--- src/rtl/hsv2rgb_pkg.sv ---
// Types and constants of the HSV to RGB converter.
`timescale 1ns / 1ps

package hsv2rgb_pkg;

  localparam logic [8:0] HueTurn   = 9'd360;
  localparam logic [8:0] HueSector = 9'd60;
  localparam logic [5:0] HueSpan   = 6'd60;
  localparam logic [7:0] UnitScale = 8'd255;

  // floor(x / 255) == (x * LowRecip) >> LowShift for x <= 255 * 255
  localparam logic [16:0] LowRecip = 17'd65794;
  localparam int          LowShift = 24;

  // floor(x / 15300) == (x * MidRecip) >> MidShift for x <= 255 * 15300
  localparam logic [22:0] MidRecip = 23'd4491470;
  localparam int          MidShift = 36;

  typedef enum logic [2:0] {
    SEC_RED_YEL = 3'd0,
    SEC_YEL_GRN = 3'd1,
    SEC_GRN_CYN = 3'd2,
    SEC_CYN_BLU = 3'd3,
    SEC_BLU_MAG = 3'd4,
    SEC_MAG_RED = 3'd5
  } sector_t;

  typedef struct packed {
    sector_t    sector;
    logic [5:0] ramp;
  } hue_info_t;

endpackage

--- src/rtl/hsv2rgb_if.sv ---
// Valid/ready channel interfaces for HSV requests and RGB results.
`timescale 1ns / 1ps

interface hsv_pixel_if;
  logic       valid;
  logic       ready;
  logic [8:0] hue_deg;
  logic [7:0] saturation;
  logic [7:0] brightness;

  modport source (output valid, hue_deg, saturation, brightness, input ready);
  modport sink   (input valid, hue_deg, saturation, brightness, output ready);
endinterface

interface rgb_pixel_if;
  logic       valid;
  logic       ready;
  logic [7:0] red;
  logic [7:0] green;
  logic [7:0] blue;

  modport source (output valid, red, green, blue, input ready);
  modport sink   (input valid, red, green, blue, output ready);
endinterface

--- src/rtl/hsv2rgb_hue.sv ---
// Hue decode: wrap to one turn, pick the sector and the ramp position in it.
`timescale 1ns / 1ps

module hsv2rgb_hue import hsv2rgb_pkg::*; (
  input  logic [8:0] hue_deg,
  output hue_info_t  info
);

  localparam logic [8:0] Start1 = HueSector;
  localparam logic [8:0] Start2 = 9'(2 * HueSector);
  localparam logic [8:0] Start3 = 9'(3 * HueSector);
  localparam logic [8:0] Start4 = 9'(4 * HueSector);
  localparam logic [8:0] Start5 = 9'(5 * HueSector);

  logic [8:0] hue;
  logic [8:0] base;
  logic [5:0] offset;
  sector_t    sector;

  always_comb begin
    hue = (hue_deg >= HueTurn) ? 9'(hue_deg - HueTurn) : hue_deg;
    priority if (hue >= Start5) begin
      sector = SEC_MAG_RED;
      base   = Start5;
    end else if (hue >= Start4) begin
      sector = SEC_BLU_MAG;
      base   = Start4;
    end else if (hue >= Start3) begin
      sector = SEC_CYN_BLU;
      base   = Start3;
    end else if (hue >= Start2) begin
      sector = SEC_GRN_CYN;
      base   = Start2;
    end else if (hue >= Start1) begin
      sector = SEC_YEL_GRN;
      base   = Start1;
    end else begin
      sector = SEC_RED_YEL;
      base   = '0;
    end
    offset = 6'(hue - base);
    // odd sectors ramp down
    info.sector = sector;
    info.ramp   = sector[0] ? 6'(HueSpan - offset) : offset;
  end

endmodule

--- src/rtl/hsv_to_rgb_converter.sv ---
// Top level of the pipelined HSV to RGB pixel converter.
`timescale 1ns / 1ps

// Usage:
//   hsv is the request channel: hue_deg (0..359, 360..511 wraps by one turn),
//   saturation and brightness (255 = 1.0). rgb is the result channel with the
//   8-bit red, green and blue of that pixel. Both use valid/ready; a transfer
//   happens on a rising clk edge with valid and ready high.
//   Throughput: one pixel per clock cycle, sustained, while rgb.ready is high.
//   A request passes through five register stages (hue decode, two
//   products, chroma product with the floor divide, ramp divide, component
//   select into the output register) before rgb.valid rises.
//   Each component is the exact floor of the real-valued conversion.
//   Stall: when rgb holds a result that is not taken, the whole pipeline
//   holds and hsv.ready drops; hsv.ready is high whenever the output register
//   is empty or being taken, so a new request enters in the same cycle that a
//   stalled result leaves. Nothing is dropped or repeated.
//   Reset (rst, synchronous, active high) empties every stage; results in
//   flight are dropped and hsv.ready is high from the first reset edge on.
module hsv_to_rgb_converter import hsv2rgb_pkg::*; (
  input logic         clk,
  input logic         rst,
  hsv_pixel_if.sink   hsv,
  rgb_pixel_if.source rgb
);

  // Whole pipeline moves together; it only holds for a stalled result.
  logic advance;

  // Stage valid bits.
  logic vld1, vld2, vld3, vld4, vld5;

  // Stage 1: hue decoded, inputs split.
  hue_info_t  hue_info;
  sector_t    sec1;
  logic [5:0] ramp1;
  logic [7:0] sat1, inv_sat1, val1;

  // Stage 2: first products.
  sector_t     sec2;
  logic [7:0]  val2;
  logic [13:0] weight2;   // s * ramp + (255 - s) * 60, at most 15300
  logic [15:0] grey2;     // v * (255 - s)

  // Stage 3: chroma ramp product, floor component.
  sector_t     sec3;
  logic [7:0]  val3;
  logic [21:0] ramp_num3;
  logic [7:0]  low3;

  // Stage 4: ramp component.
  sector_t     sec4;
  logic [7:0]  val4, low4, mid4;

  // Stage 5: output register.
  logic [7:0]  red, green, blue;

  logic [13:0] sat_ramp, inv_sat_span;
  logic [32:0] low_prod;
  logic [44:0] mid_prod;

  assign advance   = !vld5 || rgb.ready;
  assign hsv.ready = advance;

  hsv2rgb_hue u_hue (
    .hue_deg (hsv.hue_deg),
    .info    (hue_info)
  );

  // Control: valid bits shift with the data.
  always_ff @(posedge clk) begin
    if (rst) begin
      vld1 <= 1'b0;
      vld2 <= 1'b0;
      vld3 <= 1'b0;
      vld4 <= 1'b0;
      vld5 <= 1'b0;
    end else if (advance) begin
      vld1 <= hsv.valid;
      vld2 <= vld1;
      vld3 <= vld2;
      vld4 <= vld3;
      vld5 <= vld4;
    end
  end

  always_comb begin
    sat_ramp     = 14'(sat1) * 14'(ramp1);
    inv_sat_span = 14'(inv_sat1) * 14'(HueSpan);
    low_prod     = 33'(grey2) * 33'(LowRecip);
    mid_prod     = 45'(ramp_num3) * 45'(MidRecip);
  end

  // Datapath: no reset needed, loaded only when the pipeline advances.
  always_ff @(posedge clk) begin
    if (advance) begin
      // stage 1
      sec1     <= hue_info.sector;
      ramp1    <= hue_info.ramp;
      sat1     <= hsv.saturation;
      inv_sat1 <= 8'(UnitScale - hsv.saturation);
      val1     <= hsv.brightness;
      // stage 2
      sec2     <= sec1;
      val2     <= val1;
      weight2  <= 14'(sat_ramp + inv_sat_span);
      grey2    <= 16'(val1) * 16'(inv_sat1);
      // stage 3
      sec3      <= sec2;
      val3      <= val2;
      ramp_num3 <= 22'(val2) * 22'(weight2);
      low3      <= low_prod[LowShift +: 8];
      // stage 4
      sec4 <= sec3;
      val4 <= val3;
      low4 <= low3;
      mid4 <= mid_prod[MidShift +: 8];
      // stage 5: route top, ramp and floor to the channels by sector
      unique case (sec4)
        SEC_RED_YEL: begin
          red <= val4; green <= mid4; blue <= low4;
        end
        SEC_YEL_GRN: begin
          red <= mid4; green <= val4; blue <= low4;
        end
        SEC_GRN_CYN: begin
          red <= low4; green <= val4; blue <= mid4;
        end
        SEC_CYN_BLU: begin
          red <= low4; green <= mid4; blue <= val4;
        end
        SEC_BLU_MAG: begin
          red <= mid4; green <= low4; blue <= val4;
        end
        default: begin
          red <= val4; green <= low4; blue <= mid4;
        end
      endcase
    end
  end

  assign rgb.valid = vld5;
  assign rgb.red   = red;
  assign rgb.green = green;
  assign rgb.blue  = blue;

endmodule

--- src/flat_wrapper.sv ---
// flat-port wrapper written by rule: the top's interface ports become plain ports
module hsv_to_rgb_converter_flat import hsv2rgb_pkg::*;
  (clk, rst, hsv_valid, hsv_hue_deg, hsv_saturation, hsv_brightness, hsv_ready, rgb_valid, rgb_red, rgb_green, rgb_blue, rgb_ready);
  hsv_pixel_if hsv_i ();
  rgb_pixel_if rgb_i ();
  input logic clk;
  input logic rst;
  input wire logic [$bits(hsv_i.valid)-1:0] hsv_valid;
  input wire logic [$bits(hsv_i.hue_deg)-1:0] hsv_hue_deg;
  input wire logic [$bits(hsv_i.saturation)-1:0] hsv_saturation;
  input wire logic [$bits(hsv_i.brightness)-1:0] hsv_brightness;
  output wire logic [$bits(hsv_i.ready)-1:0] hsv_ready;
  output wire logic [$bits(rgb_i.valid)-1:0] rgb_valid;
  output wire logic [$bits(rgb_i.red)-1:0] rgb_red;
  output wire logic [$bits(rgb_i.green)-1:0] rgb_green;
  output wire logic [$bits(rgb_i.blue)-1:0] rgb_blue;
  input wire logic [$bits(rgb_i.ready)-1:0] rgb_ready;
  assign hsv_i.valid = hsv_valid;
  assign hsv_i.hue_deg = hsv_hue_deg;
  assign hsv_i.saturation = hsv_saturation;
  assign hsv_i.brightness = hsv_brightness;
  assign hsv_ready = hsv_i.ready;
  assign rgb_valid = rgb_i.valid;
  assign rgb_red = rgb_i.red;
  assign rgb_green = rgb_i.green;
  assign rgb_blue = rgb_i.blue;
  assign rgb_i.ready = rgb_ready;
  hsv_to_rgb_converter u_core (.clk(clk), .rst(rst), .hsv(hsv_i), .rgb(rgb_i));
endmodule
--- config.mk ---
export PLATFORM = sky130hd
export DESIGN_NAME = hsv_to_rgb_converter_flat
export DESIGN_NICKNAME = d
export VERILOG_FILES = /design/src/rtl/hsv2rgb_pkg.sv /design/src/rtl/hsv2rgb_if.sv /design/src/rtl/hsv2rgb_hue.sv /design/src/rtl/hsv_to_rgb_converter.sv /design/src/flat_wrapper.sv
export SDC_FILE = /design/constraint.sdc
export NUM_CORES = 1
export LEC_CHECK = 0
export ABC_CLOCK_PERIOD_IN_PS = 7400
export BUFFER_PORTS_ARGS = -buffer_cell sky130_fd_sc_hd__clkbuf_2
export CORE_ASPECT_RATIO = 0.9
export CORE_MARGIN = 2
export CORE_UTILIZATION = 50
export DETAILED_ROUTE_END_ITERATION = 8
export GPL_ROUTABILITY_DRIVEN = 0
export PLACE_DENSITY_LB_ADDON = 0.15
export SETUP_SLACK_MARGIN = 0.4
export SLEW_MARGIN = 20
export SYNTH_ARGS = -nofsm -noshare
export SYNTH_HDL_FRONTEND = slang
export SYNTH_SLANG_ARGS = --single-unit
--- constraint.sdc ---
create_clock -name clk -period 7.4 [get_ports clk]
set_input_delay 0.74 -clock clk [delete_from_list [all_inputs] [get_ports clk]]
set_output_delay 0.74 -clock clk [all_outputs]
set_load 0.01 [all_outputs]
==> impl_metrics.toml, run 1 <==
[status]
status = "finished, final reports clean"

[synth]
synth_area_leaders = "fa_1 25%, edfxtp_1 23%, ha_1 22%"
synthXorXnorAreaFrac = 0.0262
synthMuxAreaShare = 0.0125
synth_top_area_share = 0.245
yosys.area.top_type = "fa_1"
syn-mean-instance-area_sq_um = 10.5
synth_edf_count = 166
async_flop_share = 0
syn_nets = 2793
synth_compound_area_frac = 0.0877
yosysWarnings = 0
ys_seq_elements = 171
synthAdderAreaFrac = 0.466
synth-simple-area-share = 0.0963
ys.flop_type = "edfxtp_1"
ys_types = 74
synthCells = 2104
synth_top_family_by_area = "adder cells"
synthMostInstantiatedCell = "inv_1"
synth_commonest_cells = "443 x inv_1, 390 x ha_1, 270 x fa_1, 166 x edfxtp_1, 158 x nand2_1"
synth_seq_area_share = 0.230
synthesis.area_sq_um = 22100

[timing]
fmax_ghz = 0.154
tightest_slew_ns = 0.977
finalCriticalPeriod_ns = 6.51
maxSlewHeadroom = 0.349
finalHoldViolCount = 0
rsz0062_at_grt = "no"
finalCritPeriodShare = 0.880
tns_ns = 0
setup_viol = 0
finClkSkew_ns = 0.0132
final_max_slew_viol_count = 0

[worst_setup_path]
regToRegEndpoint = "u_core.mid4[4]"
cp_common_cell = "inv_1"
crit_fanout = 7
critical_path.cell_chain = "ha_1 > fa_1 > inv_1 > fa_1 > inv_1 > ha_1 > inv_1 > fa_1 > inv_1 > fa_1 > inv_1 > fa_1 > inv_1 > ha_1 > and3_1 > a221oi_1 > o211ai_1 > a21oi_1 > o311a_1 > nor3_1 > nor3_1 > o311ai_0"
reg2reg_from = "u_core.ramp_num3[13]"
r2r_cells = 22
required_ns = 7.63
critPathLaunchType = "flop"
r2r_setup_slack_ns = 0.89
crit_type = "reg2reg"
cp-end-kind = "flop"
worstSetupStartpoint = "u_core.ramp_num3[13]"
crit_end = "u_core.mid4[4]"
cp_data_arrival_time_ns = 6.74
slowest_stage = "edfxtp_1"
crit_path_max_incr_delay_ns = 0.56

[detailed_routing]
drcViolationCount = 0
antenna_left = 0
firstDrtPassIters = 5
drt_iter0_drc = 696
wire_per_inst_um = 16.0
vias = 14500
viasPerCell = 5.31
totalWireLength_mm = 43.6

[clock_tree]
cts_tree = "built"
clock_insertion_delay_worst_skew_ns = 0.45
cts-buffers-inserted = 17
htreeDepth = 4
hold_buffers = 0
clockRootBuffer = "clkbuf_16"
clkSinkCount = 171
clock_path_buffers = 2
clk_pin_slew_ns = 0.07

[flow_run]
max-cap-violations = 0

[finish]
areaGrowthSynthToFinish_pct = 6.60
drive_gt1_frac = 0.0489
finalNetCount = 2844
largest_reg_flops = 22
n_fill_cell = 3795
top_register = "u_core.ramp_num3"
reg_top3 = "u_core.ramp_num3 x22, u_core.grey2 x16, u_core.weight2 x14"
diodes = 0

[die]
io_pins = 55
fp.coreArea_sq_um = 43200
die_w_um = 225
initial_core_util = 0.510
rows = 72
die_h_um = 203
dieArea_sq_um = 45800

[global_routing]
grt.overflow.total = 0
grt_pass1_wl_mm = 74.2
antenna_found_initial = 0
first_global_vias = 15200
grt_max_degree = 103
track_usage = 0.202

[min_path]
hold_class = "reg2reg"

[place]
dp_hpwl_mm = 36.5
numPortBuffers = 54
==> layer usage <==
layer  vias up  global-route usage  share of wire
met1      7168               0.286           0.49
li1       7095                   -              -
met3        34              0.0291          0.023
met5         -                   0              0
met2       160               0.334           0.47
met4         0              0.0376          0.012
==> metrics by stage <==
step	setup slack, ns	area (sq um)	hold slack, ns	instances	util
floorplan	1.47	22100	0.400	2104	-
global placement	0.915	23000	0.401	2691	0.531
detailed placement	0.779	23000	0.405	2691	0.531
CTS	0.814	23500	0.406	2723	0.544
global route	0.454	23500	0.425	2723	0.544
finish	0.888	23500	0.408	2723	0.544
==> how the worst min path moves through the flow <==
stage / endpoint / depth (start not counted) / startpoint
after floorplan: u_core.low4[0] / 0 / u_core.low3[0]
after global placement: u_core.low4[3] / 0 / u_core.low3[3]
after detailed placement: u_core.val4[1] / 0 / u_core.val3[1]
after CTS: u_core.val4[1] / 0 / u_core.val3[1]
after global routing: u_core.val4[1] / 0 / u_core.val3[1]
final: u_core.val4[1] / 0 / u_core.val3[1]
==> placed cells by master, fill, tap and decap left out, drive strengths merged, types with 5 or more instances in the layout <==
cell type  synthesis  final
and2             118    118
o22a               9      9
or3                5      5
a22o               8      8
inv              444    448
and3              10     10
nand2            158    158
a31oi             12     12
ha               390    390
o211ai             5      5
nor2b              8      8
xor2              11     11
xnor2             55     55
a21o              34     34
nor2              54     54
nand3             18     18
a21boi             7      7
nand4              8      8
a211oi             8      8
o21bai             6      6
a2111oi            5      5
nor3              21     21
a21oi             67     67
mux2i             26     26
clkbuf            19     75
o21a              10     10
fa               270    270
o21ai             45     45
edfxtp           166    166
dfxtp              5      5
nand2b            10     10
o22ai             30     30
o311ai             5      5
==> worst max-delay path: cells and delay by family (launching register included) <==
| kind | cells | cell delay (ns) |
|---|---|---|
| DFF | 1 | 0.56 |
| buffers and inverters | 6 | 0.30 |
| AOI/OAI and AO/OA | 5 | 1.17 |
| adders and majority gates | 8 | 3.48 |
| and+or+nand+nor | 3 | 0.79 |
==> layout make-up <==
type | instances | area [sq um] | area share
multi-input combinational | 1463 | 15200 | 0.647
inverter | 445 | 1680 | 0.0712
timing repair buffer | 57 | 305 | 0.0130
tap | 555 | 694 | 0.0295
clock buffer | 21 | 440 | 0.0187
sequential | 171 | 5080 | 0.216
clock inverter | 11 | 113 | 0.00479
==> cells by family after synthesis <==
family,count (synthesis)
buffers and inverters,470
AND/OR/NAND/NOR,428
flip-flops,171
multiplexers,27
XOR/XNOR,66
adder cells (fa/ha/maj),660
AO/OA/AOI/OAI,282
==> repair_timing <==
action / in CTS / in global routing
endpoints found under the setup margin: 0 / 1
setup buffers: 0 / 0
gates resized for setup: 0 / 1
Power of run 1 is not shown: default switching activity piles up to over one toggle a cycle in this logic, so the estimate is an artifact.
==> inputs of run 2 (changes only) <==
Settings changed: PLACE_DENSITY set to 0.71, PLACE_DENSITY_LB_ADDON 0.15 to not set.
==> impl_metrics.toml, run 2 (synthesis gave the netlist of run 1 again) <==
[clock_tree]
cts_resized = 0
cts_tree = "built"
clk_pin_slew_ns = 0.09
clock_path_buffers = 2
clockRootBuffer = "clkbuf_16"
post_cts.repair.setup_buffers = 0
htreeDepth = 4
clkSinkCount = 171
cts-buffers-inserted = 17
clock_insertion_delay_worst_skew_ns = 0.46
hold_buffers = 0

[global_routing]
first_global_vias = 15300
grt.overflow.total = 0
track_usage = 0.203
grt_max_degree = 74
antenna_found_initial = 2
grt_pass1_wl_mm = 74.5

[die]
dieArea_sq_um = 45800
fp.coreArea_sq_um = 43200
initial_core_util = 0.510
die_w_um = 225
rows = 72
io_pins = 55
die_h_um = 203

[place]
numPortBuffers = 54
place_area_sq_um = 22900
dp_hpwl_mm = 36.5

[detailed_routing]
firstDrtPassIters = 5
totalWireLength_mm = 44.0
drcViolationCount = 0
viasPerCell = 5.39
vias = 14700
wire_per_inst_um = 16.1
antenna_left = 0
drt_iter0_drc = 982

[worst_setup_path]
reg2reg_from = "u_core.ramp_num3[13]"
r2r_setup_slack_ns = 0.85
regToRegEndpoint = "u_core.mid4[7]"
required_ns = 7.60
r2r_cells = 22
crit_type = "reg2reg"
cp-end-kind = "flop"
critPathLaunchType = "flop"
cp_data_arrival_time_ns = 6.75
crit_fanout = 7

[finish]
layout_common_cells = "442 x inv_1, 390 x ha_1, 270 x fa_1"
largest_reg_flops = 22
reg_top3 = "u_core.ramp_num3 x22, u_core.grey2 x16, u_core.weight2 x14"
fin_area_sq_um = 23600
final_common_cell = "inv_1"
drive_gt1_frac = 0.0507
areaGrowthSynthToFinish_pct = 6.93
finalNetCount = 2844
top_register = "u_core.ramp_num3"

[status]
status = "finished, final reports clean"

[timing]
tightest_slew_ns = 0.953
finalHoldViolCount = 0
finClkSkew_ns = 0.0196
maxSlewHeadroom = 0.364
fmax_ghz = 0.153
tns_ns = 0
setup_viol = 0
rsz0062_at_grt = "no"
finalCriticalPeriod_ns = 6.55
final_max_slew_viol_count = 0
finalCritPeriodShare = 0.885

[min_path]
worst_hold_path.num_cells = 0
hp-start = "u_core.low3[4]"
min_to = "u_core.low4[4]"
hold_class = "reg2reg"

[flow_run]
max-cap-violations = 0
[run 2: cell types whose count changed in the layout (fill, tap and decap cells not counted), sizes merged]
cell      previous run  this run
clkinvlp             4         0
inv                448       452
clkinv               3         8
bufinv               1         0
clkbuf              75        71
diode                0         2
[run 2: worst max-delay path: stages, from the launching register on]
cell,delay (ns)
edfxtp_1,0.57
ha_1,0.41
fa_1,0.52
inv_1,0.05
fa_1,0.48
inv_1,0.04
ha_1,0.27
inv_1,0.05
fa_1,0.47
inv_1,0.05
fa_1,0.53
inv_1,0.05
fa_1,0.53
inv_1,0.04
ha_1,0.29
and3_1,0.17
o2111ai_1,0.27
nand3_1,0.12
o21ai_0,0.40
a31oi_1,0.17
and4_1,0.23
a2111oi_0,0.48
xnor2_1,0.11
[run 2: worst max-delay path by stage]
stage               cells past startpoint  slack (ns)                  from             end
floorplan                              22        1.47  u_core.ramp_num3[13]  u_core.mid4[7]
global placement                       22        0.95  u_core.ramp_num3[13]  u_core.mid4[7]
detailed placement                     22        0.80  u_core.ramp_num3[13]  u_core.mid4[7]
CTS                                    22        0.82  u_core.ramp_num3[13]  u_core.mid4[7]
global route                           20        0.43  u_core.ramp_num3[15]  u_core.mid4[7]
finish                                 22        0.85  u_core.ramp_num3[13]  u_core.mid4[7]
[run 2: per-stage QoR]
step                      std cells   util  hold slack (ns)  worst slack [ns]
after floorplan                2104      -            0.400              1.47
after global placement         2691  0.531            0.402             0.948
after detailed placement       2691  0.531            0.405             0.802
after CTS                      2723  0.545            0.412             0.817
after global routing           2723  0.545            0.429             0.426
final                          2725  0.546            0.408             0.854
[run 2: layer usage]
metal,GRT usage,share of wire,vias to the layer above
met3,0.0307,0.045,50
met5,0,0,-
li1,-,-,7105
met2,0.334,0.47,359
met4,0.0473,0.013,0
met1,0.285,0.47,7173
[run 2: layout make-up]
cell class | instances | area (sq um)
Sequential cell | 171 | 5080
Clock buffer | 17 | 425
Clock inverter | 15 | 206
Multi-Input combinational cell | 1463 | 15200
Fill cell | 3674 | 19700
Antenna cell | 2 | 5.00
Tap cell | 555 | 694
Timing Repair Buffer | 57 | 293
Inverter | 445 | 1680
Power of run 2 is left out for the same reason.
==> inputs of run 3 (changes only) <==
Settings changed: GPL_TIMING_DRIVEN set to 0.
==> impl_metrics.toml, run 3 (synthesis gave the netlist of run 1 again) <==
[timing]
finClkSkew_ns = 0.0143
setup_viol = 0
rsz0062_at_grt = "yes"
fmax_ghz = 0.149
finalHoldViolCount = 0
tightest_slew_ns = 0.788
final_max_slew_viol_count = 0
maxSlewHeadroom = 0.471
finalCritPeriodShare = 0.906
tns_ns = 0
finalCriticalPeriod_ns = 6.71

[finish]
diodes = 0
layout_common_cells = "442 x inv_1, 390 x ha_1, 270 x fa_1"
drive_gt1_frac = 0.0502
largest_reg_flops = 22
fin_area_sq_um = 23700
finalNetCount = 2866
final_common_cell = "inv_1"
areaGrowthSynthToFinish_pct = 7.34
top_register = "u_core.ramp_num3"
final_util = 0.548
fin_cells = 2745
reg_top3 = "u_core.ramp_num3 x22, u_core.grey2 x16, u_core.weight2 x14"

[global_routing]
grt.overflow.total = 0
antenna_found_initial = 0
grt_max_degree = 87
first_global_vias = 15700
grt_pass1_wl_mm = 76.0
track_usage = 0.207

[clock_tree]
clockRootBuffer = "clkbuf_16"
cts_tree = "built"
clock_path_buffers = 2
clk_pin_slew_ns = 0.07
clkSinkCount = 171
clock_insertion_delay_worst_skew_ns = 0.46
cts-buffers-inserted = 17
htreeDepth = 4

[worst_setup_path]
critPathLaunchType = "flop"
required_ns = 7.60
cp_common_cell = "fa_1"
slowest_stage = "edfxtp_1"
cp_top_family = "adder cells"
crit_fanout = 7
cp-end-kind = "flop"
critical_path.cell_chain = "ha_1 > fa_1 > inv_1 > fa_1 > inv_1 > ha_1 > fa_1 > fa_1 > inv_1 > fa_1 > inv_1 > ha_1 > a21o_1 > o2111ai_1 > nand3_1 > o21ai_1 > a31oi_1 > and4_1 > a2111oi_0 > xnor2_1"
crit_type = "reg2reg"
cp_data_arrival_time_ns = 6.90
crit_path_max_incr_delay_ns = 0.63
r2r_cells = 20
worst-path-buf-inv = 4
cp.depth = 20

[die]
fp.coreArea_sq_um = 43200
die_h_um = 203
io_pins = 55
dieArea_sq_um = 45800
die_w_um = 225
rows = 72
initial_core_util = 0.510

[place]
dp_hpwl_mm = 36.5
numPortBuffers = 53
dp.cells = 2713
place_area_sq_um = 23100

[flow_run]
max-cap-violations = 0

[detailed_routing]
firstDrtPassIters = 7
wire_per_inst_um = 16.2
drt_iter0_drc = 1005
antenna_left = 0
totalWireLength_mm = 44.5
viasPerCell = 5.44
drcViolationCount = 0
vias = 14900

[status]
status = "finished, final reports clean"

[min_path]
worst_hold_path.num_cells = 0
hold_class = "reg2reg"
## run 3: cell count changes in the layout (fill, tap and decap cells not counted), sizes merged
cell / before / now
buf: 3 / 7
clkbuf: 71 / 89
diode: 2 / 0
## run 3: repair_timing
item / 4_1_cts / 5_1_grt
resized for setup: 0 / 2
endpoints found under the setup margin: 0 / 3
hold buffers: 0 / 0
buffers inserted: 0 / 0
## run 3: path summary, 6_finish.rpt
check	start	end	slack, ns
max	u_core.ramp_num3[14]	u_core.mid4[7]	0.69
min	u_core.low3[1]	u_core.low4[1]	0.42
max reg2reg	u_core.ramp_num3[14]	u_core.mid4[7]	0.69
min reg2reg	u_core.low3[1]	u_core.low4[1]	0.42
## run 3: area by class of cell
type                            instances  area (sq um)
Clock buffer                           17           425
Timing Repair Buffer                   54           293
Tap cell                              555           694
Sequential cell                       171          5080
Inverter                              445          1680
Fill cell                            3668         19600
Multi-Input combinational cell       1463         15200
Buffer                                 25           109
Clock inverter                         15           188
## run 3: metal layers
layer	global-route usage	vias to the layer above	wire length [um]
met5	0	-	0
met4	0.0482	0	756
met3	0.0406	50	2610
met2	0.346	386	21200
met1	0.279	7342	19900
li1	-	7147	-
## run 3: worst register-to-register path: cells and delay by family (launching register included)
| kind | cells | cell delay, ns |
|---|---|---|
| xor gates and xnor gates | 1 | 0.11 |
| and+or+nand+nor | 2 | 0.37 |
| AOI/OAI and AO/OA | 5 | 1.50 |
| buffers and inverters | 4 | 0.23 |
| DFF | 1 | 0.63 |
| adders and majority gates | 8 | 3.61 |
## run 3: metrics by stage
step,setup WS (ns),hold slack (ns)
floorplan,1.47,0.400
global placement,0.591,0.402
detailed placement,0.531,0.405
CTS,0.510,0.416
global route,0.362,0.429
finish,0.695,0.419
Power of run 3 is left out for the same reason.
